**config.mk**
```make
export PLATFORM = sky130hd
export DESIGN_NAME = line_follow_junction_controller
export DESIGN_NICKNAME = d
export VERILOG_FILES = /design/src/rtl/lfjc_pkg.sv /design/src/rtl/lfjc_cfg_regs.sv /design/src/rtl/lfjc_core.sv /design/src/rtl/line_follow_junction_controller.sv
export SDC_FILE = /design/constraint.sdc
export NUM_CORES = 1
export LEC_CHECK = 0
export BUFFER_PORTS_ARGS = -buffer_cell sky130_fd_sc_hd__buf_4
export CAP_MARGIN = 30
export CELL_PAD_IN_SITES_DETAIL_PLACEMENT = 1
export CELL_PAD_IN_SITES_GLOBAL_PLACEMENT = 1
export CORE_MARGIN = 2
export CORE_UTILIZATION = 51
export DETAILED_ROUTE_END_ITERATION = 8
export GPL_TIMING_DRIVEN = 0
export PLACE_DENSITY = 0.89
export SYNTH_ARGS = -nofsm -noshare
export SYNTH_HDL_FRONTEND = slang
export SYNTH_HIERARCHICAL = 1
export SYNTH_SLANG_ARGS = --single-unit
```
**constraint.sdc**
```tcl
create_clock -name clk_i -period 7.8 [get_ports clk_i]
set_clock_uncertainty 0.05 [all_clocks]
set_input_delay 0.78 -clock clk_i [delete_from_list [all_inputs] [get_ports clk_i]]
set_output_delay 0.78 -clock clk_i [all_outputs]
set_load 0.05 [all_outputs]
```
**src/rtl/lfjc_pkg.sv**
```systemverilog
// ----------------------------------------------------------------------------
// lfjc_pkg
// Shared types, register indexes, mode codes and helpers for the line follow
// junction controller.
// ----------------------------------------------------------------------------
`default_nettype none

package lfjc_pkg;

  localparam int unsigned CFG_IDX_W  = 3;
  localparam int unsigned CFG_DATA_W = 16;
  localparam int unsigned SPEED_W    = 8;
  localparam int unsigned TIME_W     = 16;
  localparam int unsigned WIDE_W     = 32;

  localparam logic [CFG_IDX_W-1:0] REG_BASE_SPEED     = 3'd0;
  localparam logic [CFG_IDX_W-1:0] REG_FIX_SLOW_SPEED = 3'd1;
  localparam logic [CFG_IDX_W-1:0] REG_FIX_FAST_SPEED = 3'd2;
  localparam logic [CFG_IDX_W-1:0] REG_TURN_SPEED     = 3'd3;
  localparam logic [CFG_IDX_W-1:0] REG_UTURN_SPEED    = 3'd4;
  localparam logic [CFG_IDX_W-1:0] REG_JUNCTION_HOLD  = 3'd5;
  localparam logic [CFG_IDX_W-1:0] REG_LOST_TIMEOUT   = 3'd6;
  localparam logic [CFG_IDX_W-1:0] REG_REENTRY_WINDOW = 3'd7;

  localparam logic [SPEED_W-1:0] RST_BASE_SPEED     = 8'd55;
  localparam logic [SPEED_W-1:0] RST_FIX_SLOW_SPEED = 8'd18;
  localparam logic [SPEED_W-1:0] RST_FIX_FAST_SPEED = 8'd62;
  localparam logic [SPEED_W-1:0] RST_TURN_SPEED     = 8'd45;
  localparam logic [SPEED_W-1:0] RST_UTURN_SPEED    = 8'd50;
  localparam logic [TIME_W-1:0]  RST_JUNCTION_HOLD  = 16'd600;
  localparam logic [TIME_W-1:0]  RST_LOST_TIMEOUT   = 16'd1000;
  localparam logic [TIME_W-1:0]  RST_REENTRY_WINDOW = 16'd3000;

  localparam logic [SPEED_W-1:0] SPEED_LIMIT = 8'd150;
  localparam logic [TIME_W-1:0]  SAT16       = 16'hFFFF;

  // LCG: state = state * LCG_MUL + LCG_INC
  localparam logic [WIDE_W-1:0] LCG_MUL   = 32'd1103515245;
  localparam logic [WIDE_W-1:0] LCG_INC   = 32'd12345;
  localparam logic [WIDE_W-1:0] RAND_SEED = 32'd20260905;
  localparam logic [63:0] RAND_SEED_PROD  = 64'(RAND_SEED) * 64'(LCG_MUL) + 64'(LCG_INC);
  localparam logic [WIDE_W-1:0] RAND_SEED_NEXT = RAND_SEED_PROD[WIDE_W-1:0];
  localparam int unsigned RAND_BIT = 16;

  localparam logic [1:0] MODE_CODE_FOLLOW   = 2'd0;
  localparam logic [1:0] MODE_CODE_JUNCTION = 2'd1;
  localparam logic [1:0] MODE_CODE_UTURN    = 2'd2;
  localparam logic [1:0] MODE_CODE_FINISH   = 2'd3;

  typedef enum logic [3:0] {
    MODE_FOLLOW   = 4'b0001,
    MODE_JUNCTION = 4'b0010,
    MODE_UTURN    = 4'b0100,
    MODE_FINISH   = 4'b1000
  } mode_e;

  typedef struct packed {
    logic left_black;
    logic right_black;
  } in_item_t;

  typedef struct packed {
    logic               left_reverse;
    logic [SPEED_W-1:0] left_speed;
    logic               right_reverse;
    logic [SPEED_W-1:0] right_speed;
    logic [1:0]         mode_now;
  } out_item_t;

  typedef struct packed {
    logic [SPEED_W-1:0] base_speed;
    logic [SPEED_W-1:0] fix_slow_speed;
    logic [SPEED_W-1:0] fix_fast_speed;
    logic [SPEED_W-1:0] turn_speed;
    logic [SPEED_W-1:0] uturn_speed;
    logic [TIME_W-1:0]  junction_hold_ms;
    logic [TIME_W-1:0]  lost_timeout_ms;
    logic [TIME_W-1:0]  reentry_window_ms;
  } cfg_t;

  function automatic logic [TIME_W-1:0] sat_add16(input logic [TIME_W-1:0] a,
                                                  input logic [TIME_W-1:0] b);
    logic [TIME_W:0] s;
    s = {1'b0, a} + {1'b0, b};
    return s[TIME_W] ? SAT16 : s[TIME_W-1:0];
  endfunction

  function automatic logic [SPEED_W-1:0] clamp_speed(input logic [SPEED_W-1:0] s);
    return (s > SPEED_LIMIT) ? SPEED_LIMIT : s;
  endfunction

  // Motor command with clamp; a stopped wheel always reports forward.
  function automatic out_item_t make_cmd(input logic               lrev,
                                         input logic [SPEED_W-1:0] ls,
                                         input logic               rrev,
                                         input logic [SPEED_W-1:0] rs,
                                         input logic [1:0]         code);
    out_item_t c;
    c.left_speed    = clamp_speed(ls);
    c.right_speed   = clamp_speed(rs);
    c.left_reverse  = lrev && (c.left_speed != '0);
    c.right_reverse = rrev && (c.right_speed != '0);
    c.mode_now      = code;
    return c;
  endfunction

endpackage

`default_nettype wire

```
**src/rtl/lfjc_cfg_regs.sv**
```systemverilog
// ----------------------------------------------------------------------------
// lfjc_cfg_regs
// Configuration register file: speeds and timing thresholds.
// ----------------------------------------------------------------------------
`default_nettype none

module lfjc_cfg_regs (
  input  wire logic                               clk_i,
  input  wire logic                               rst_ni,
  input  wire logic                               wr_en_i,
  input  wire logic [lfjc_pkg::CFG_IDX_W-1:0]     wr_index_i,
  input  wire logic [lfjc_pkg::CFG_DATA_W-1:0]    wr_data_i,
  output lfjc_pkg::cfg_t                          cfg_o
);

  lfjc_pkg::cfg_t cfg_q, cfg_d;

  always_comb begin
    cfg_d = cfg_q;
    if (wr_en_i) begin
      unique case (wr_index_i)
        lfjc_pkg::REG_BASE_SPEED:     cfg_d.base_speed        = wr_data_i[7:0];
        lfjc_pkg::REG_FIX_SLOW_SPEED: cfg_d.fix_slow_speed    = wr_data_i[7:0];
        lfjc_pkg::REG_FIX_FAST_SPEED: cfg_d.fix_fast_speed    = wr_data_i[7:0];
        lfjc_pkg::REG_TURN_SPEED:     cfg_d.turn_speed        = wr_data_i[7:0];
        lfjc_pkg::REG_UTURN_SPEED:    cfg_d.uturn_speed       = wr_data_i[7:0];
        lfjc_pkg::REG_JUNCTION_HOLD:  cfg_d.junction_hold_ms  = wr_data_i;
        lfjc_pkg::REG_LOST_TIMEOUT:   cfg_d.lost_timeout_ms   = wr_data_i;
        lfjc_pkg::REG_REENTRY_WINDOW: cfg_d.reentry_window_ms = wr_data_i;
        default: ;
      endcase
    end
  end

  always_ff @(posedge clk_i or negedge rst_ni) begin
    if (!rst_ni) begin
      cfg_q.base_speed        <= lfjc_pkg::RST_BASE_SPEED;
      cfg_q.fix_slow_speed    <= lfjc_pkg::RST_FIX_SLOW_SPEED;
      cfg_q.fix_fast_speed    <= lfjc_pkg::RST_FIX_FAST_SPEED;
      cfg_q.turn_speed        <= lfjc_pkg::RST_TURN_SPEED;
      cfg_q.uturn_speed       <= lfjc_pkg::RST_UTURN_SPEED;
      cfg_q.junction_hold_ms  <= lfjc_pkg::RST_JUNCTION_HOLD;
      cfg_q.lost_timeout_ms   <= lfjc_pkg::RST_LOST_TIMEOUT;
      cfg_q.reentry_window_ms <= lfjc_pkg::RST_REENTRY_WINDOW;
    end else begin
      cfg_q <= cfg_d;
    end
  end

  assign cfg_o = cfg_q;

endmodule

`default_nettype wire

```
**src/rtl/lfjc_core.sv**
```systemverilog
// ----------------------------------------------------------------------------
// lfjc_core
// Per-tick mode logic, time counters and random draw. One tick per step_i.
// ----------------------------------------------------------------------------
`default_nettype none

module lfjc_core #(
  parameter int unsigned TICK_MS      = 20,
  parameter int unsigned COOLDOWN_MS  = 400,
  parameter int unsigned TURN_MIN_MS  = 300,
  parameter int unsigned TURN_MAX_MS  = 1500,
  parameter int unsigned UTURN_MIN_MS = 700,
  parameter int unsigned UTURN_MAX_MS = 2200
) (
  input  wire logic                 clk_i,
  input  wire logic                 rst_ni,
  input  wire logic                 step_i,
  input  lfjc_pkg::in_item_t        item_i,
  input  lfjc_pkg::cfg_t            cfg_i,
  output logic                      has_result_o,
  output lfjc_pkg::out_item_t       result_o
);

  localparam int unsigned TW = lfjc_pkg::TIME_W;
  localparam int unsigned WW = lfjc_pkg::WIDE_W;

  localparam logic [TW-1:0] TickT      = TW'(TICK_MS);
  localparam logic [WW-1:0] TickW      = WW'(TICK_MS);
  localparam logic [TW-1:0] CooldownT  = TW'(COOLDOWN_MS);
  localparam logic [TW-1:0] TurnMinT   = TW'(TURN_MIN_MS);
  localparam logic [TW-1:0] TurnMaxT   = TW'(TURN_MAX_MS);
  localparam logic [TW-1:0] UturnMinT  = TW'(UTURN_MIN_MS);
  localparam logic [TW-1:0] UturnMaxT  = TW'(UTURN_MAX_MS);

  lfjc_pkg::mode_e mode_q, mode_d;
  logic [WW-1:0] elapsed_q, elapsed_d;
  logic [TW-1:0] both_q, both_d;
  logic [TW-1:0] lost_q, lost_d;
  logic [TW-1:0] action_q, action_d;
  logic [TW-1:0] cooldown_q, cooldown_d;
  logic [WW-1:0] last_jct_q, last_jct_d;
  logic          seen_q, seen_d;
  logic          spin_right_q, spin_right_d;
  logic [WW-1:0] rand_q, rand_d;
  logic [WW-1:0] rand_next_q;

  logic          l, r;
  logic [TW-1:0] cd_dec, act_inc, both_f, lost_f;
  logic [WW-1:0] jct_gap;
  logic          in_jct;
  logic [TW-1:0] min_ms, max_ms;
  logic [lfjc_pkg::SPEED_W-1:0] spin_sp;
  logic [1:0]    spin_code;

  assign l         = item_i.left_black;
  assign r         = item_i.right_black;
  assign cd_dec    = (cooldown_q > TickT) ? cooldown_q - TickT : '0;
  assign act_inc   = lfjc_pkg::sat_add16(action_q, TickT);
  assign both_f    = (l && r) ? lfjc_pkg::sat_add16(both_q, TickT) : '0;
  assign lost_f    = (!l && !r) ? lfjc_pkg::sat_add16(lost_q, TickT) : '0;
  assign jct_gap   = elapsed_d - last_jct_q;
  assign in_jct    = (mode_q == lfjc_pkg::MODE_JUNCTION);
  assign min_ms    = in_jct ? TurnMinT : UturnMinT;
  assign max_ms    = in_jct ? TurnMaxT : UturnMaxT;
  assign spin_sp   = in_jct ? cfg_i.turn_speed : cfg_i.uturn_speed;
  assign spin_code = in_jct ? lfjc_pkg::MODE_CODE_JUNCTION : lfjc_pkg::MODE_CODE_UTURN;
  assign elapsed_d = elapsed_q + TickW;

  always_comb begin
    mode_d       = mode_q;
    both_d       = both_q;
    lost_d       = lost_q;
    action_d     = action_q;
    cooldown_d   = cooldown_q;
    last_jct_d   = last_jct_q;
    seen_d       = seen_q;
    spin_right_d = spin_right_q;
    rand_d       = rand_q;
    has_result_o = 1'b0;
    result_o     = '0;

    unique case (mode_q)
      lfjc_pkg::MODE_FINISH: begin
        has_result_o = 1'b1;
        result_o     = lfjc_pkg::make_cmd(1'b0, '0, 1'b0, '0, lfjc_pkg::MODE_CODE_FINISH);
      end
      lfjc_pkg::MODE_JUNCTION, lfjc_pkg::MODE_UTURN: begin
        cooldown_d = cd_dec;
        action_d   = act_inc;
        if (act_inc > min_ms && ((l || r) || act_inc >= max_ms)) begin
          mode_d     = lfjc_pkg::MODE_FOLLOW;
          action_d   = '0;
          both_d     = '0;
          lost_d     = '0;
          cooldown_d = CooldownT;
        end else begin
          has_result_o = 1'b1;
          result_o     = lfjc_pkg::make_cmd(!spin_right_q, spin_sp, spin_right_q, spin_sp,
                                            spin_code);
        end
      end
      lfjc_pkg::MODE_FOLLOW: begin
        cooldown_d = cd_dec;
        both_d     = both_f;
        lost_d     = lost_f;
        if (lost_f >= cfg_i.lost_timeout_ms) begin
          mode_d       = lfjc_pkg::MODE_UTURN;
          action_d     = '0;
          lost_d       = '0;
          spin_right_d = rand_next_q[lfjc_pkg::RAND_BIT];
          rand_d       = rand_next_q;
          seen_d       = 1'b0;
          last_jct_d   = '0;
        end else if (both_f >= cfg_i.junction_hold_ms && cd_dec == '0) begin
          if (seen_q && jct_gap <= {{(WW-TW){1'b0}}, cfg_i.reentry_window_ms}) begin
            mode_d       = lfjc_pkg::MODE_FINISH;
            has_result_o = 1'b1;
            result_o     = lfjc_pkg::make_cmd(1'b0, '0, 1'b0, '0,
                                              lfjc_pkg::MODE_CODE_FINISH);
          end else begin
            spin_right_d = rand_next_q[lfjc_pkg::RAND_BIT];
            rand_d       = rand_next_q;
            last_jct_d   = elapsed_d;
            seen_d       = 1'b1;
            mode_d       = lfjc_pkg::MODE_JUNCTION;
            action_d     = '0;
          end
        end else begin
          has_result_o = 1'b1;
          if (l && !r) begin
            result_o = lfjc_pkg::make_cmd(1'b0, cfg_i.fix_slow_speed, 1'b0,
                                          cfg_i.fix_fast_speed, lfjc_pkg::MODE_CODE_FOLLOW);
          end else if (!l && r) begin
            result_o = lfjc_pkg::make_cmd(1'b0, cfg_i.fix_fast_speed, 1'b0,
                                          cfg_i.fix_slow_speed, lfjc_pkg::MODE_CODE_FOLLOW);
          end else begin
            result_o = lfjc_pkg::make_cmd(1'b0, cfg_i.base_speed, 1'b0,
                                          cfg_i.base_speed, lfjc_pkg::MODE_CODE_FOLLOW);
          end
        end
      end
      default: ;
    endcase
  end

  always_ff @(posedge clk_i or negedge rst_ni) begin
    if (!rst_ni) begin
      mode_q       <= lfjc_pkg::MODE_FOLLOW;
      elapsed_q    <= '0;
      both_q       <= '0;
      lost_q       <= '0;
      action_q     <= '0;
      cooldown_q   <= '0;
      last_jct_q   <= '0;
      seen_q       <= 1'b0;
      spin_right_q <= 1'b0;
      rand_q       <= lfjc_pkg::RAND_SEED;
    end else if (step_i) begin
      mode_q       <= mode_d;
      elapsed_q    <= elapsed_d;
      both_q       <= both_d;
      lost_q       <= lost_d;
      action_q     <= action_d;
      cooldown_q   <= cooldown_d;
      last_jct_q   <= last_jct_d;
      seen_q       <= seen_d;
      spin_right_q <= spin_right_d;
      rand_q       <= rand_d;
    end
  end

  // Next LCG value is precomputed in its own register; a draw is always followed
  // by junction or U-turn mode, so the value is current whenever a draw uses it.
  always_ff @(posedge clk_i or negedge rst_ni) begin
    if (!rst_ni) begin
      rand_next_q <= lfjc_pkg::RAND_SEED_NEXT;
    end else begin
      rand_next_q <= rand_q * lfjc_pkg::LCG_MUL + lfjc_pkg::LCG_INC;
    end
  end

endmodule

`default_nettype wire

```
**src/rtl/line_follow_junction_controller.sv**
```systemverilog
// ----------------------------------------------------------------------------
// line_follow_junction_controller
// Two-sensor line follower with junction turn, dead-end U-turn and finish.
// ----------------------------------------------------------------------------
// Takes one sensor tick per clock cycle while in_stall_o is low and gives zero
// or one motor command per tick; a command passes the input register, then the
// result register, before it reaches the outputs. Ticks that change mode, other
// than the finish, give no command.
// The tick logic feeds the mode/counter registers directly; the
// random generator's multiplier runs in its own register stage beside it.
// Configuration writes are always ready and should be made while no tick is
// in flight.
`default_nettype none

module line_follow_junction_controller #(
  parameter int unsigned TICK_MS      = 20,
  parameter int unsigned COOLDOWN_MS  = 400,
  parameter int unsigned TURN_MIN_MS  = 300,
  parameter int unsigned TURN_MAX_MS  = 1500,
  parameter int unsigned UTURN_MIN_MS = 700,
  parameter int unsigned UTURN_MAX_MS = 2200
) (
  input  wire logic                              clk_i,
  input  wire logic                              rst_ni,
  input  wire logic                              in_valid_i,
  output logic                                   in_stall_o,
  input  lfjc_pkg::in_item_t                     in_item_i,
  output logic                                   out_valid_o,
  input  wire logic                              out_stall_i,
  output lfjc_pkg::out_item_t                    out_item_o,
  input  wire logic                              cfg_valid_i,
  output logic                                   cfg_ready_o,
  input  wire logic [lfjc_pkg::CFG_IDX_W-1:0]    cfg_index_i,
  input  wire logic [lfjc_pkg::CFG_DATA_W-1:0]   cfg_data_i
);

  lfjc_pkg::cfg_t      cfg;
  lfjc_pkg::in_item_t  in_item_q;
  lfjc_pkg::out_item_t out_item_q, result;
  logic                in_valid_q, in_valid_d;
  logic                out_valid_q, out_valid_d;
  logic                has_result, step, accept;

  assign cfg_ready_o = 1'b1;

  lfjc_cfg_regs u_cfg (
    .clk_i      (clk_i),
    .rst_ni     (rst_ni),
    .wr_en_i    (cfg_valid_i),
    .wr_index_i (cfg_index_i),
    .wr_data_i  (cfg_data_i),
    .cfg_o      (cfg)
  );

  lfjc_core #(
    .TICK_MS      (TICK_MS),
    .COOLDOWN_MS  (COOLDOWN_MS),
    .TURN_MIN_MS  (TURN_MIN_MS),
    .TURN_MAX_MS  (TURN_MAX_MS),
    .UTURN_MIN_MS (UTURN_MIN_MS),
    .UTURN_MAX_MS (UTURN_MAX_MS)
  ) u_core (
    .clk_i        (clk_i),
    .rst_ni       (rst_ni),
    .step_i       (step),
    .item_i       (in_item_q),
    .cfg_i        (cfg),
    .has_result_o (has_result),
    .result_o     (result)
  );

  // A tick without a command never waits on the result register.
  assign step       = in_valid_q && (!has_result || !out_valid_q || !out_stall_i);
  assign in_stall_o = in_valid_q && !step;
  assign accept     = in_valid_i && !in_stall_o;

  always_comb begin
    in_valid_d = in_valid_q;
    if (accept) begin
      in_valid_d = 1'b1;
    end else if (step) begin
      in_valid_d = 1'b0;
    end
    out_valid_d = out_valid_q;
    if (step && has_result) begin
      out_valid_d = 1'b1;
    end else if (!out_stall_i) begin
      out_valid_d = 1'b0;
    end
  end

  always_ff @(posedge clk_i or negedge rst_ni) begin
    if (!rst_ni) begin
      in_valid_q  <= 1'b0;
      out_valid_q <= 1'b0;
    end else begin
      in_valid_q  <= in_valid_d;
      out_valid_q <= out_valid_d;
    end
  end

  always_ff @(posedge clk_i) begin
    if (accept) begin
      in_item_q <= in_item_i;
    end
    if (step && has_result) begin
      out_item_q <= result;
    end
  end

  assign out_valid_o = out_valid_q;
  assign out_item_o  = out_item_q;

endmodule

`default_nettype wire

```
After elaboration in Yosys (flattened, before gate mapping)
Index checks and enable logic that the tools add are counted.
{ "op_classes": {"bitwise": 0, "n_shift": 0, "div": 0, "order_cmp": 10, "eq_ne": 16, "reduce_logical": 45, "multipliers": 1, "addsub": 7, "n_mux": 58} }
{ "op_table": {"columns": ["cell", "n"], "rows": [
  ["two-way mux 16 bit", 13],
  ["two-way mux 32 bit", 6],
  ["one-hot mux 16 bit (2 select lines)", 4],
  ["two-way mux 20 bit", 4],
  ["one-hot mux 20 bit (3 select lines)", 1],
  ["adder 16 x 5 -> 17 bit (second input constant)", 3],
  ["greater-or-equal comparator 16 bit", 3],
  ["two-way mux 8 bit", 5],
  ["adder 32 x 14 -> 32 bit (second input constant)", 1],
  ["adder 32 x 5 -> 32 bit (second input constant)", 1],
  ["greater-than comparator 8 bit (second input constant)", 4],
  ["less-or-equal comparator 32 x 16 -> 1 bit", 1],
  ["multiplier 32 x 31 -> 32 bit (second input constant)", 1],
  ["subtractor 32 bit", 1],
  ["two-way mux 19 bit", 1],
  ["AND reduction 2 bit", 9],
  ["greater-than comparator 16 bit", 1],
  ["greater-than comparator 16 x 5 -> 1 bit (second input constant)", 1],
  ["zero test 16 bit", 1],
  ["two-way mux 4 bit", 4],
  ["subtractor 16 x 5 -> 16 bit (second input constant)", 1],
  ["two-way mux 1 bit", 14],
  ["logical AND 1 bit", 13],
  ["equality test 3 bit (second input constant)", 4],
  ["other kinds (22)", 40]
]} }
{ "word_totals": {"ramBits": 0, "elab_cells": 165, "latch_bits": 0, "ff_bits": 310, "output_inout_bits": 23, "in_bits": 26, "mem_count": 0, "rom_bits": 0} }

Depth between registers and ports, before layout
Gate-level depths: netlist of the first run.
{ "logic_depth": {"word_depth": 17, "depth_mapped": 32, "mapped_depth_nobuf": 29} }

Modules after synthesis
Netlist of the first run, hierarchy kept.
{ "by_module_without_submodules": {"columns": ["module", "area_each_um2", "cells_each", "seq_area_each_um2", "n_inst"], "rows": [
  ["lfjc_core", 15548.7, 1794, 4125.2, 1],
  ["lfjc_cfg_regs", 3428.3, 194, 2247.2, 1],
  ["line_follow_junction_controller", 770.7, 36, 710.7, 1]
]} }

Worst setup path after synthesis of the first run
Ideal clock, no wire load.
{ "synth_timing": {"kind": "register to register", "startpoint": "register u_core.elapsed_q[2]", "endpoint": "register out_item_q, in the netlist out_item_o[0] (enable)", "arrival_time_ps": 6539, "path_stages_with_launch": 25, "setup_ps": 404, "period_less_slack_ps": 6993, "path_buffers": 2, "path_slack_ps": 807, "required_ps": 7346, "cell_sequence": "dfrtp_1 ha_1 o2111a_1 and3_1 clkbuf_1 xor2_1 ha_1 a211o_1 a2111oi_0 a21oi_1 nand2_1 o21ai_0 xor2_1 ha_1 nand4_1 or4_1 a311o_1 a221oi_1 nand4_1 nor3_2 buf_2 nand2_1 nand4_1 nand2_1 a21oi_1"} }
{ "synth_via": {"elab_chain_cells": 13} }
{ "synth_rtl": {"columns": ["item", "line_no", "rtl"], "rows": [
  ["start: declaration", "lfjc_core.sv:36", "logic [WW-1:0] elapsed_q, elapsed_d;"],
  ["start signal: assignment", "lfjc_core.sv:160", "elapsed_q <= elapsed_d;"],
  ["adder 32 x 5 -> 32 bit *", "lfjc_core.sv:67", "assign elapsed_d = elapsed_q + TickW;"],
  ["named net u_core.elapsed_d[10]", "lfjc_core.sv:36", null],
  ["subtractor 32 bit *", "lfjc_core.sv:61", "assign jct_gap = elapsed_d - last_jct_q;"],
  ["less-or-equal comparator 32 x 16 -> 1 bit *", "lfjc_core.sv:115", "if (seen_q && jct_gap <= {{(WW-TW){1'b0}}, cfg_i.reentry_window_ms}) begin"],
  ["logical AND 1 bit *", "lfjc_core.sv:115", null],
  ["two-way mux 1 bit *", "lfjc_core.sv:115", null],
  ["two-way mux 1 bit *", "lfjc_core.sv:114", "end else if (both_f >= cfg_i.junction_hold_ms && cd_dec == '0) begin"],
  ["two-way mux 1 bit *", "lfjc_core.sv:106", "if (lost_f >= cfg_i.lost_timeout_ms) begin"],
  ["one-hot mux 1 bit (3 select lines) *", "lfjc_core.sv:82", "unique case (mode_q)"],
  ["named net has_result", "line_follow_junction_controller.sv:42", "logic has_result, step, accept;"],
  ["zero test 1 bit", "line_follow_junction_controller.sv:73", "assign step = in_valid_q && (!has_result || !out_valid_q || !out_stall_i);"],
  ["logical OR 1 bit (2 in series)", "line_follow_junction_controller.sv:73", null],
  ["logical AND 1 bit", "line_follow_junction_controller.sv:73", null],
  ["logical AND 1 bit *", "line_follow_junction_controller.sv:106", "if (step && has_result) begin"],
  ["end signal: assignment", "line_follow_junction_controller.sv:107", "out_item_q <= result;"],
  ["end: declaration", "line_follow_junction_controller.sv:39", "lfjc_pkg::out_item_t out_item_q, result;"]
]} }
The timed path passes the listed nets; every way through them passes the cells marked *.
A chain may end at the register's enable or synchronous reset.

Worst setup path after layout of the first run
{ "layout_timing": {"startpoint": "register u_core.elapsed_q[2]", "endpoint": "output in_stall_o"} }
{ "layout_via": {"elab_chain_cells": 14} }
{ "layout_rtl": {"columns": ["item", "line_no", "rtl"], "rows": [
  ["adder 32 x 5 -> 32 bit", "lfjc_core.sv:67", null],
  ["named net u_core.elapsed_d[10]", "lfjc_core.sv:36", null],
  ["subtractor 32 bit", "lfjc_core.sv:61", null],
  ["less-or-equal comparator 32 x 16 -> 1 bit", "lfjc_core.sv:115", null],
  ["logical AND 1 bit", "lfjc_core.sv:115", null],
  ["two-way mux 1 bit", "lfjc_core.sv:115", null],
  ["two-way mux 1 bit", "lfjc_core.sv:114", null],
  ["two-way mux 1 bit", "lfjc_core.sv:106", null],
  ["one-hot mux 1 bit (3 select lines)", "lfjc_core.sv:82", null],
  ["named net has_result", "line_follow_junction_controller.sv:42", null],
  ["zero test 1 bit", "line_follow_junction_controller.sv:73", null],
  ["logical OR 1 bit (2 in series)", "line_follow_junction_controller.sv:73", null],
  ["logical AND 1 bit", "line_follow_junction_controller.sv:73", null],
  ["zero test 1 bit", "line_follow_junction_controller.sv:74", "assign in_stall_o = in_valid_q && !step;"],
  ["logical AND 1 bit", "line_follow_junction_controller.sv:74", null],
  ["end: declaration", "line_follow_junction_controller.sv:26", "output logic in_stall_o,"]
]} }
The timed path passes the listed nets, and every way through them passes these cells.

==> results of run 1 <==
==> worst max-delay path by stage <==
stage,start,endpoint,slack (ps),depth (start not counted)
2_1_floorplan,u_core/elapsed_q[2],out_item_o[0],810,24
3_3_place_gp,u_core/elapsed_q[2],u_core/both_q[11],-1450,30
3_5_place_dp,u_core/elapsed_q[2],u_core/both_q[14],-1380,31
4_1_cts,u_core/elapsed_q[4],in_stall_o,2,26
5_1_grt,u_core/elapsed_q[2],in_stall_o,-80,25
6_report,u_core/elapsed_q[2],in_stall_o,130,25
==> layout by cell type (no fill, tap or decap), types with 24 or more instances in the layout <==
master and instances:
sky130_fd_sc_hd__a21oi_1 89, sky130_fd_sc_hd__a22o_1 49, sky130_fd_sc_hd__and4_1 37, sky130_fd_sc_hd__buf_4 55, sky130_fd_sc_hd__clkbuf_1 53, sky130_fd_sc_hd__clkbuf_16 35, sky130_fd_sc_hd__dfrtp_1 199, sky130_fd_sc_hd__dfstp_2 53
sky130_fd_sc_hd__fa_1 47, sky130_fd_sc_hd__ha_1 169, sky130_fd_sc_hd__inv_1 233, sky130_fd_sc_hd__mux2_2 99, sky130_fd_sc_hd__mux2i_1 39, sky130_fd_sc_hd__nand2_1 105, sky130_fd_sc_hd__nand2b_1 24, sky130_fd_sc_hd__nand3_1 41
sky130_fd_sc_hd__nor2_1 140, sky130_fd_sc_hd__nor3_1 25, sky130_fd_sc_hd__o21ai_0 96, sky130_fd_sc_hd__xnor2_1 83, sky130_fd_sc_hd__xor2_1 42
==> state kept, by name, summed over array words and instances (netlist names) <==
name	count
in_item_q	2
in_valid_q	1
out_item_o	20
out_valid_o	1
u_cfg/cfg_o	88
u_core/action_q	16
u_core/both_q	16
u_core/cooldown_q	16
u_core/elapsed_q	30
u_core/last_jct_q	30
u_core/lost_q	16
u_core/mode_q	4
u_core/rand_next_q	17
u_core/rand_q	17
u_core/seen_q	1
u_core/spin_right_q	1
==> Yosys cell counts (6+ instances only) <==
master                     count
sky130_fd_sc_hd__a31oi_1      15
sky130_fd_sc_hd__and3_1       21
sky130_fd_sc_hd__or2_2         7
sky130_fd_sc_hd__dfstp_2      53
sky130_fd_sc_hd__nor4_1       10
sky130_fd_sc_hd__and4_1       37
sky130_fd_sc_hd__a31o_1       10
sky130_fd_sc_hd__clkbuf_1     56
sky130_fd_sc_hd__ha_1        171
sky130_fd_sc_hd__o31ai_1      12
sky130_fd_sc_hd__edfxtp_1     22
sky130_fd_sc_hd__xor2_1       42
sky130_fd_sc_hd__xnor2_1      86
sky130_fd_sc_hd__nor3_1       25
sky130_fd_sc_hd__o31a_1        6
sky130_fd_sc_hd__o21ai_0      98
sky130_fd_sc_hd__a21o_1       18
sky130_fd_sc_hd__inv_1       234
sky130_fd_sc_hd__mux2i_1      39
sky130_fd_sc_hd__mux2_2       99
sky130_fd_sc_hd__a21oi_1      94
sky130_fd_sc_hd__or3_1        13
sky130_fd_sc_hd__nor2b_1      19
sky130_fd_sc_hd__o21bai_1     11
sky130_fd_sc_hd__nor2_1      141
sky130_fd_sc_hd__fa_1         47
sky130_fd_sc_hd__a211oi_1     10
sky130_fd_sc_hd__and2_1       15
sky130_fd_sc_hd__o211ai_1     12
sky130_fd_sc_hd__a31o_2        7
sky130_fd_sc_hd__nand2_1     108
sky130_fd_sc_hd__a22o_1       49
sky130_fd_sc_hd__nand3_1      41
sky130_fd_sc_hd__nand4_1      22
sky130_fd_sc_hd__dfrtp_1     201
sky130_fd_sc_hd__o21a_1       12
sky130_fd_sc_hd__o22ai_1      12
sky130_fd_sc_hd__nand2b_1     24
sky130_fd_sc_hd__buf_2        14
==> what timing repair did <==
item | in CTS | in global routing
buffers inserted | 4 | 4
pin swaps | 5 | 6
gates resized for setup | 27 | 22
gates cloned | 0 | 0
setup endpoints to repair | 168 | 121
==> cell families (layout without fill, tap and decap cells) <==
family / after synthesis / in the layout / synth area share, %
AO/OA/AOI/OAI: 425 / 425 / 14.5
other: 1 / 1 / 0.0190
AND/OR/NAND/NOR: 518 / 518 / 14.0
buffers and inverters: 315 / 430 / 6.27
XOR/XNOR: 130 / 130 / 5.92
adder cells (fa/ha/maj): 218 / 218 / 15.6
multiplexers: 141 / 141 / 7.85
flip-flops: 276 / 276 / 35.9
==> area by class of cell <==
class	instances	area, sq um
inverters	234	882
well taps	518	648
fillers	4250	16300
repair buffers	55	468
multi-input cells	1433	11600
plain buffers	80	372
flip-flops and latches	276	7090
clock inverters	17	163
clock buffers	44	940
==> routing by layer <==
metal  track usage, %  vias up  part of all wire (%)
met5                0        -                     0
met4             16.6        0                   5.1
met3             5.24      253                   5.0
met2             57.2      634                    51
met1             36.1     8588                    39
li1                 -     7308                     -
==> stage by stage <==
stage / instance area [sq um] / setup TNS, ps
2_1_floorplan: 19700 / 0
3_3_place_gp: 20700 / -156910
3_5_place_dp: 20800 / -142160
4_1_cts: 22000 / 0
5_1_grt: 22100 / -616
6_report: 22100 / 0
==> worst reg2reg max path: cells and delay by family (launching register included) <==
kind / cells / cell delay, ps
AOI/OAI and AO/OA: 11 / 2660
and+or+nand+nor: 9 / 2100
buffers and inverters: 5 / 1160
adders and majority gates: 3 / 780
DFF: 1 / 450
xor gates and xnor gates: 2 / 340
==> qor.json, run 1 <==
{
  "cts": {
    "cts_tree": "built",
    "cts-hold-fix-buffers": 0,
    "clk_pin_slew_worst_paths_ps": 60,
    "max-clock-path-buffers": 3,
    "tritoncts_num_sinks": 276,
    "tritoncts.num_buffers": 34,
    "insertion_delay_ps": 550,
    "ctsRootBufferMaster": "sky130_fd_sc_hd__clkbuf_16",
    "cts.htree.levels": 2
  },
  "placement": {
    "place_hpwl_mm": 44.7,
    "minimum_setup_slack_after_placement_ps": -1380,
    "numPlacedInstances": 2588,
    "gp_congestion": 0.920,
    "port_buffers": 43
  },
  "setup_path": {
    "worst-r2r-cell-count": 30,
    "end_kind": "output pin",
    "worst_r2r_endpoint": "u_core/rand_q[7]",
    "critical_path_required_ps": 6970,
    "worst_path_max_delay_cell": "sky130_fd_sc_hd__or4_1",
    "worst-path-buf-inv": 4,
    "crit_path_frequent_cell": "sky130_fd_sc_hd__nand4_1",
    "timing.critical_path.max_delay_family": "simple AND/OR/NAND/NOR gates",
    "setup.worst_path.class": "reg -> out",
    "flop2flop_setup_slack_ps": 160,
    "worst-path-max-fanout": 9,
    "critical_path_arrival_ps": 6840,
    "worst_r2r_startpoint": "u_core/elapsed_q[2]",
    "cp_slowest_stage_delay_ps": 580,
    "startpoint_type": "flip-flop"
  },
  "global_route": {
    "grt_util_all_layers_pct": 31.7,
    "grt_pass1_vias": 18700,
    "grt_first_pass_wirelength_mm": 102,
    "overflow": 0,
    "pin_count_of_the_biggest_net_entering_global_routing": 110,
    "antenna_found_initial": 0
  },
  "synth": {
    "synth_enable_flop_cells": 22,
    "async_reset_ff_share_pct": 92.0,
    "synth_top_cells_by_area": "sky130_fd_sc_hd__dfrtp_1, sky130_fd_sc_hd__ha_1, sky130_fd_sc_hd__dfstp_2, sky130_fd_sc_hd__mux2_2, sky130_fd_sc_hd__fa_1",
    "yosys.area.top_type_share_pct": 25.5,
    "syn_area_per_cell_sq_um": 9.76,
    "yosys_warnings": 6,
    "synth-main-ff-cell": "sky130_fd_sc_hd__dfrtp_1",
    "syn-instance-count": 2024,
    "synth-seq-area-share_pct": 35.9,
    "synthesis.nets": 2268,
    "synth.cell_area_sq_um": 19700,
    "synth.largest_area_cell": "sky130_fd_sc_hd__dfrtp_1",
    "synth-seq-cells": 276,
    "synth.lib_cells_used.distinct": 87
  },
  "routing": {
    "routed_via_density": 6.32,
    "drt_pass1_iterations": 6,
    "drc": 0,
    "wire_per_inst_microns": 24.4,
    "dr.first_iter.drc_count": 1206,
    "drt.antenna.violating_nets": 0,
    "final_wirelength_mm": 64.8,
    "vias": 16800
  },
  "sta": {
    "period_share_pct": 98.4,
    "whs_ps": 60.0,
    "postLayoutSetupSlackWorst_ps": 126,
    "finalSetupViolCount": 0,
    "final-max-slew-violation-count": 0,
    "timing.slew.headroom_pct": 38.9,
    "fmax_mhz": 130,
    "timing.final.hold_violations": 0,
    "finalCriticalPeriod_ps": 7670,
    "slew_at_the_pin_with_the_worst_max_slew_slack_ps": 916
  },
  "cells_and_area": {
    "final_layout_size_suffix_gt1_share_pct": 16.3,
    "design.final.nets": 2358,
    "final_standard_cell_utilization_of_the_core_pct": 57.6,
    "areaGrowthSynthToFinish_pct": 12.2,
    "layoutNonFillerInstCount": 2657,
    "n_antenna_cell": 0
  },
  "die": {
    "std_cell_rows": 72,
    "area_enclosed_by_the_die_boundary_sq_um": 40300,
    "floorplan.initialDensity_pct": 51.3,
    "top_level_ports": 49,
    "dieWidth_microns": 201,
    "core-area_sq_um": 38500,
    "die-height_microns": 201
  },
  "flow_run": {
    "drv_cap": 0
  },
  "min_path": {
    "hp-class": "in -> async"
  },
  "run_status": {
    "status": "finished clean"
  }
}
Power of run 1 is not shown: default switching activity piles up to over one toggle a cycle in this logic, so the estimate is an artifact.
==> inputs of run 2 (changes only) <==
CELL_PAD_IN_SITES_GLOBAL_PLACEMENT = 2   (was 1)
CORE_UTILIZATION = 42   (was 51)
HOLD_SLACK_MARGIN = 0.06   (was unset)
PLACE_DENSITY = 0.88   (was 0.89)
==> qor.json, run 2 (synthesis gave the netlist of run 1 again) <==
{
  "setup_path": {
    "worst_r2r_endpoint": "u_core/last_jct_q[21]",
    "setup.worst_path.class": "reg -> out",
    "critical_path_arrival": {"value": 6630, "unit": "ps", "change": "-210 ps"},
    "critical_path_required": {"value": 6970, "unit": "ps", "change": "about the same"},
    "crit_path_frequent_cell": "sky130_fd_sc_hd__nand4_1",
    "worst-r2r-cell-count": {"value": 29, "change": "-3.3%"},
    "end_kind": "output pin",
    "worst-path-buf-inv": {"value": 3, "change": "-1"},
    "worst_r2r_startpoint": "u_core/elapsed_q[2]",
    "timing.critical_path.max_delay_family": "compound AO/OA/AOI/OAI gates",
    "flop2flop_setup_slack": {"value": 390, "unit": "ps", "change": "+230 ps"},
    "startpoint_type": "flip-flop",
    "worst_path_max_delay_cell": "sky130_fd_sc_hd__dfrtp_2",
    "worst-path-max-fanout": {"value": 7, "change": "-2"},
    "cp_slowest_stage_delay": {"value": 440, "unit": "ps", "change": "-140 ps"},
    "worstPathCellList": "ha_2 > o2111a_2 > xor2_1 > ha_1 > a211o_1 > a2111oi_4 > a21o_1 > o21ai_1 > xor2_1 > ha_1 > a21oi_1 > o21ai_0 > a2111oi_2 > o21ai_1 > a311o_1 > a221oi_1 > nand4_1 > nor3_4 > buf_6 > nand2_1 > nand4_1 > nand4_1 > inv_1 > buf_4"
  },
  "placement": {
    "place_hpwl": {"value": 40.9, "unit": "mm", "change": "-8.5%"},
    "numPlacedInstances": {"value": 2677, "change": "+3.4%"},
    "placedInstanceArea": {"value": 20900, "unit": "sq um", "change": "+0.54%"},
    "gp_congestion": {"value": 0.843, "change": "-8.4%"},
    "port_buffers": {"value": 43, "change": "unchanged"}
  },
  "sta": {
    "fin_tns_setup": {"value": 0, "unit": "ps", "change": "unchanged"},
    "finalCriticalPeriod": {"value": 7460, "unit": "ps", "change": "-214 ps"},
    "final-max-slew-violation-count": {"value": 0, "change": "unchanged"},
    "timing.slew.headroom": {"value": 44.7, "unit": "%", "change": "+5.8 points"},
    "finalSetupViolCount": {"value": 0, "change": "unchanged"},
    "timing.final.hold_violations": {"value": 0, "change": "unchanged"},
    "fmax": {"value": 134, "unit": "MHz", "change": "+2.9%"},
    "slew_at_the_pin_with_the_worst_max_slew_slack": {"value": 829, "unit": "ps", "change": "-87.1 ps"},
    "period_share": {"value": 95.6, "unit": "%", "change": "-2.7 points"}
  },
  "cells_and_area": {
    "n_antenna_cell": {"value": 0, "change": "unchanged"},
    "layout.cells.most_common_list": "sky130_fd_sc_hd__inv_1, sky130_fd_sc_hd__dfrtp_1, sky130_fd_sc_hd__ha_1",
    "design.final.nets": {"value": 2362, "change": "+0.17%"},
    "layoutNonFillerInstCount": {"value": 2752, "change": "+3.6%"},
    "layout.cells.most_common": "sky130_fd_sc_hd__inv_1",
    "flip_flop_count_of_the_largest_register_after_layout": {"value": 88, "change": "unchanged"},
    "final_layout_size_suffix_gt1_share": {"value": 16.3, "unit": "%", "change": "about the same"},
    "final_standard_cell_utilization_of_the_core": {"value": 48.2, "unit": "%", "change": "-9.3 points"},
    "areaGrowthSynthToFinish_pct": 13.5,
    "postLayoutCellArea": {"value": 22400, "unit": "sq um", "change": "+1.2%"}
  },
  "cts": {
    "cts.htree.levels": {"value": 2, "change": "unchanged"},
    "tritoncts.num_buffers": {"value": 35, "change": "+2.9%"},
    "clk_pin_slew_worst_paths": {"value": 60, "unit": "ps", "change": "about the same"},
    "max-clock-path-buffers": {"value": 3, "change": "unchanged"},
    "ctsRootBufferMaster": "sky130_fd_sc_hd__clkbuf_16",
    "tritoncts_num_sinks": {"value": 276, "change": "unchanged"},
    "cts_tree": "built",
    "insertion_delay": {"value": 560, "unit": "ps", "change": "about the same"}
  },
  "routing": {
    "final_wirelength": {"value": 54.2, "unit": "mm", "change": "-16%"},
    "drc": {"value": 0, "change": "unchanged"},
    "wire_per_inst": {"value": 19.7, "unit": "microns", "change": "-19%"},
    "dr.first_iter.drc_count": {"value": 797, "change": "-34%"},
    "vias": {"value": 15500, "change": "-7.8%"},
    "drt.antenna.violating_nets": {"value": 0, "change": "unchanged"},
    "drt_pass1_iterations": {"value": 5, "change": "-1"},
    "routed_via_density": {"value": 5.62, "change": "-11%"}
  },
  "global_route": {
    "grt_pass1_vias": {"value": 16800, "change": "-10%"},
    "pin_count_of_the_biggest_net_entering_global_routing": {"value": 110, "change": "unchanged"},
    "grt_first_pass_wirelength": {"value": 89.4, "unit": "mm", "change": "-12%"},
    "antenna_found_initial": {"value": 1, "change": "+1"},
    "grt_util_all_layers": {"value": 22.5, "unit": "%", "change": "-9.2 points"},
    "overflow": {"value": 0, "change": "unchanged"}
  },
  "flow_run": {
    "drv_cap": {"value": 0, "change": "unchanged"}
  },
  "die": {
    "floorplan.initialDensity": {"value": 42.5, "unit": "%", "change": "-8.8 points"},
    "std_cell_rows": {"value": 79, "change": "+9.7%"},
    "area_enclosed_by_the_die_boundary": {"value": 48800, "unit": "sq um", "change": "+21%"},
    "top_level_ports": {"value": 49, "change": "unchanged"},
    "core-area": {"value": 46500, "unit": "sq um", "change": "+21%"},
    "dieWidth": {"value": 221, "unit": "microns", "change": "+10%"},
    "die-height": {"value": 221, "unit": "microns", "change": "+10%"}
  },
  "min_path": {
    "hp-class": "in -> async"
  },
  "run_status": {
    "status": "finished clean"
  }
}
run 2: worst max-delay path by stage:
stage,endpoint,slack (ps),from,depth (start not counted)
global placement,u_core/both_q[12],-1860,u_core/elapsed_q[2],29
finish,in_stall_o,340,u_core/elapsed_q[2],24
global route,u_core/last_jct_q[21],-4,u_core/elapsed_q[3],31
floorplan,out_item_o[0],810,u_core/elapsed_q[2],24
detailed placement,u_core/both_q[14],-1780,u_core/elapsed_q[2],31
CTS,in_stall_o,30,u_core/elapsed_q[2],25
run 2: final cells by class:
class | count | area [sq um]
Buffer | 80 | 378
Clock buffer | 55 | 1070
Clock inverter | 9 | 159
Fill cell | 5213 | 24100
Inverter | 234 | 882
Multi-Input combinational cell | 1433 | 11600
Sequential cell | 276 | 7090
Tap cell | 607 | 759
Timing Repair Buffer | 58 | 487
run 2: per-layer routing:
layer | track usage, % | up-vias | routed length (microns)
li1 | - | 7325 | -
met1 | 29.3 | 7823 | 24400
met2 | 38.7 | 237 | 26700
met3 | 2.75 | 84 | 1660
met4 | 7.75 | 0 | 1400
met5 | 0 | - | 0
run 2: timing repair:
item	in CTS	in global routing
resized for setup	30	22
pin swaps	6	10
endpoints found under the hold margin	0	0
buffers inserted	2	9
setup endpoints to repair	170	115
hold buffers	0	0
run 2: metrics by stage:
step | worst slack, ps | hold slack [ps]
after floorplan | 807 | 399
after global placement | -1860 | 412
after detailed placement | -1780 | 419
after CTS | 27.7 | 93.1
after global routing | -4.16 | 118
final | 339 | 79.7
Power of run 2 is left out for the same reason.
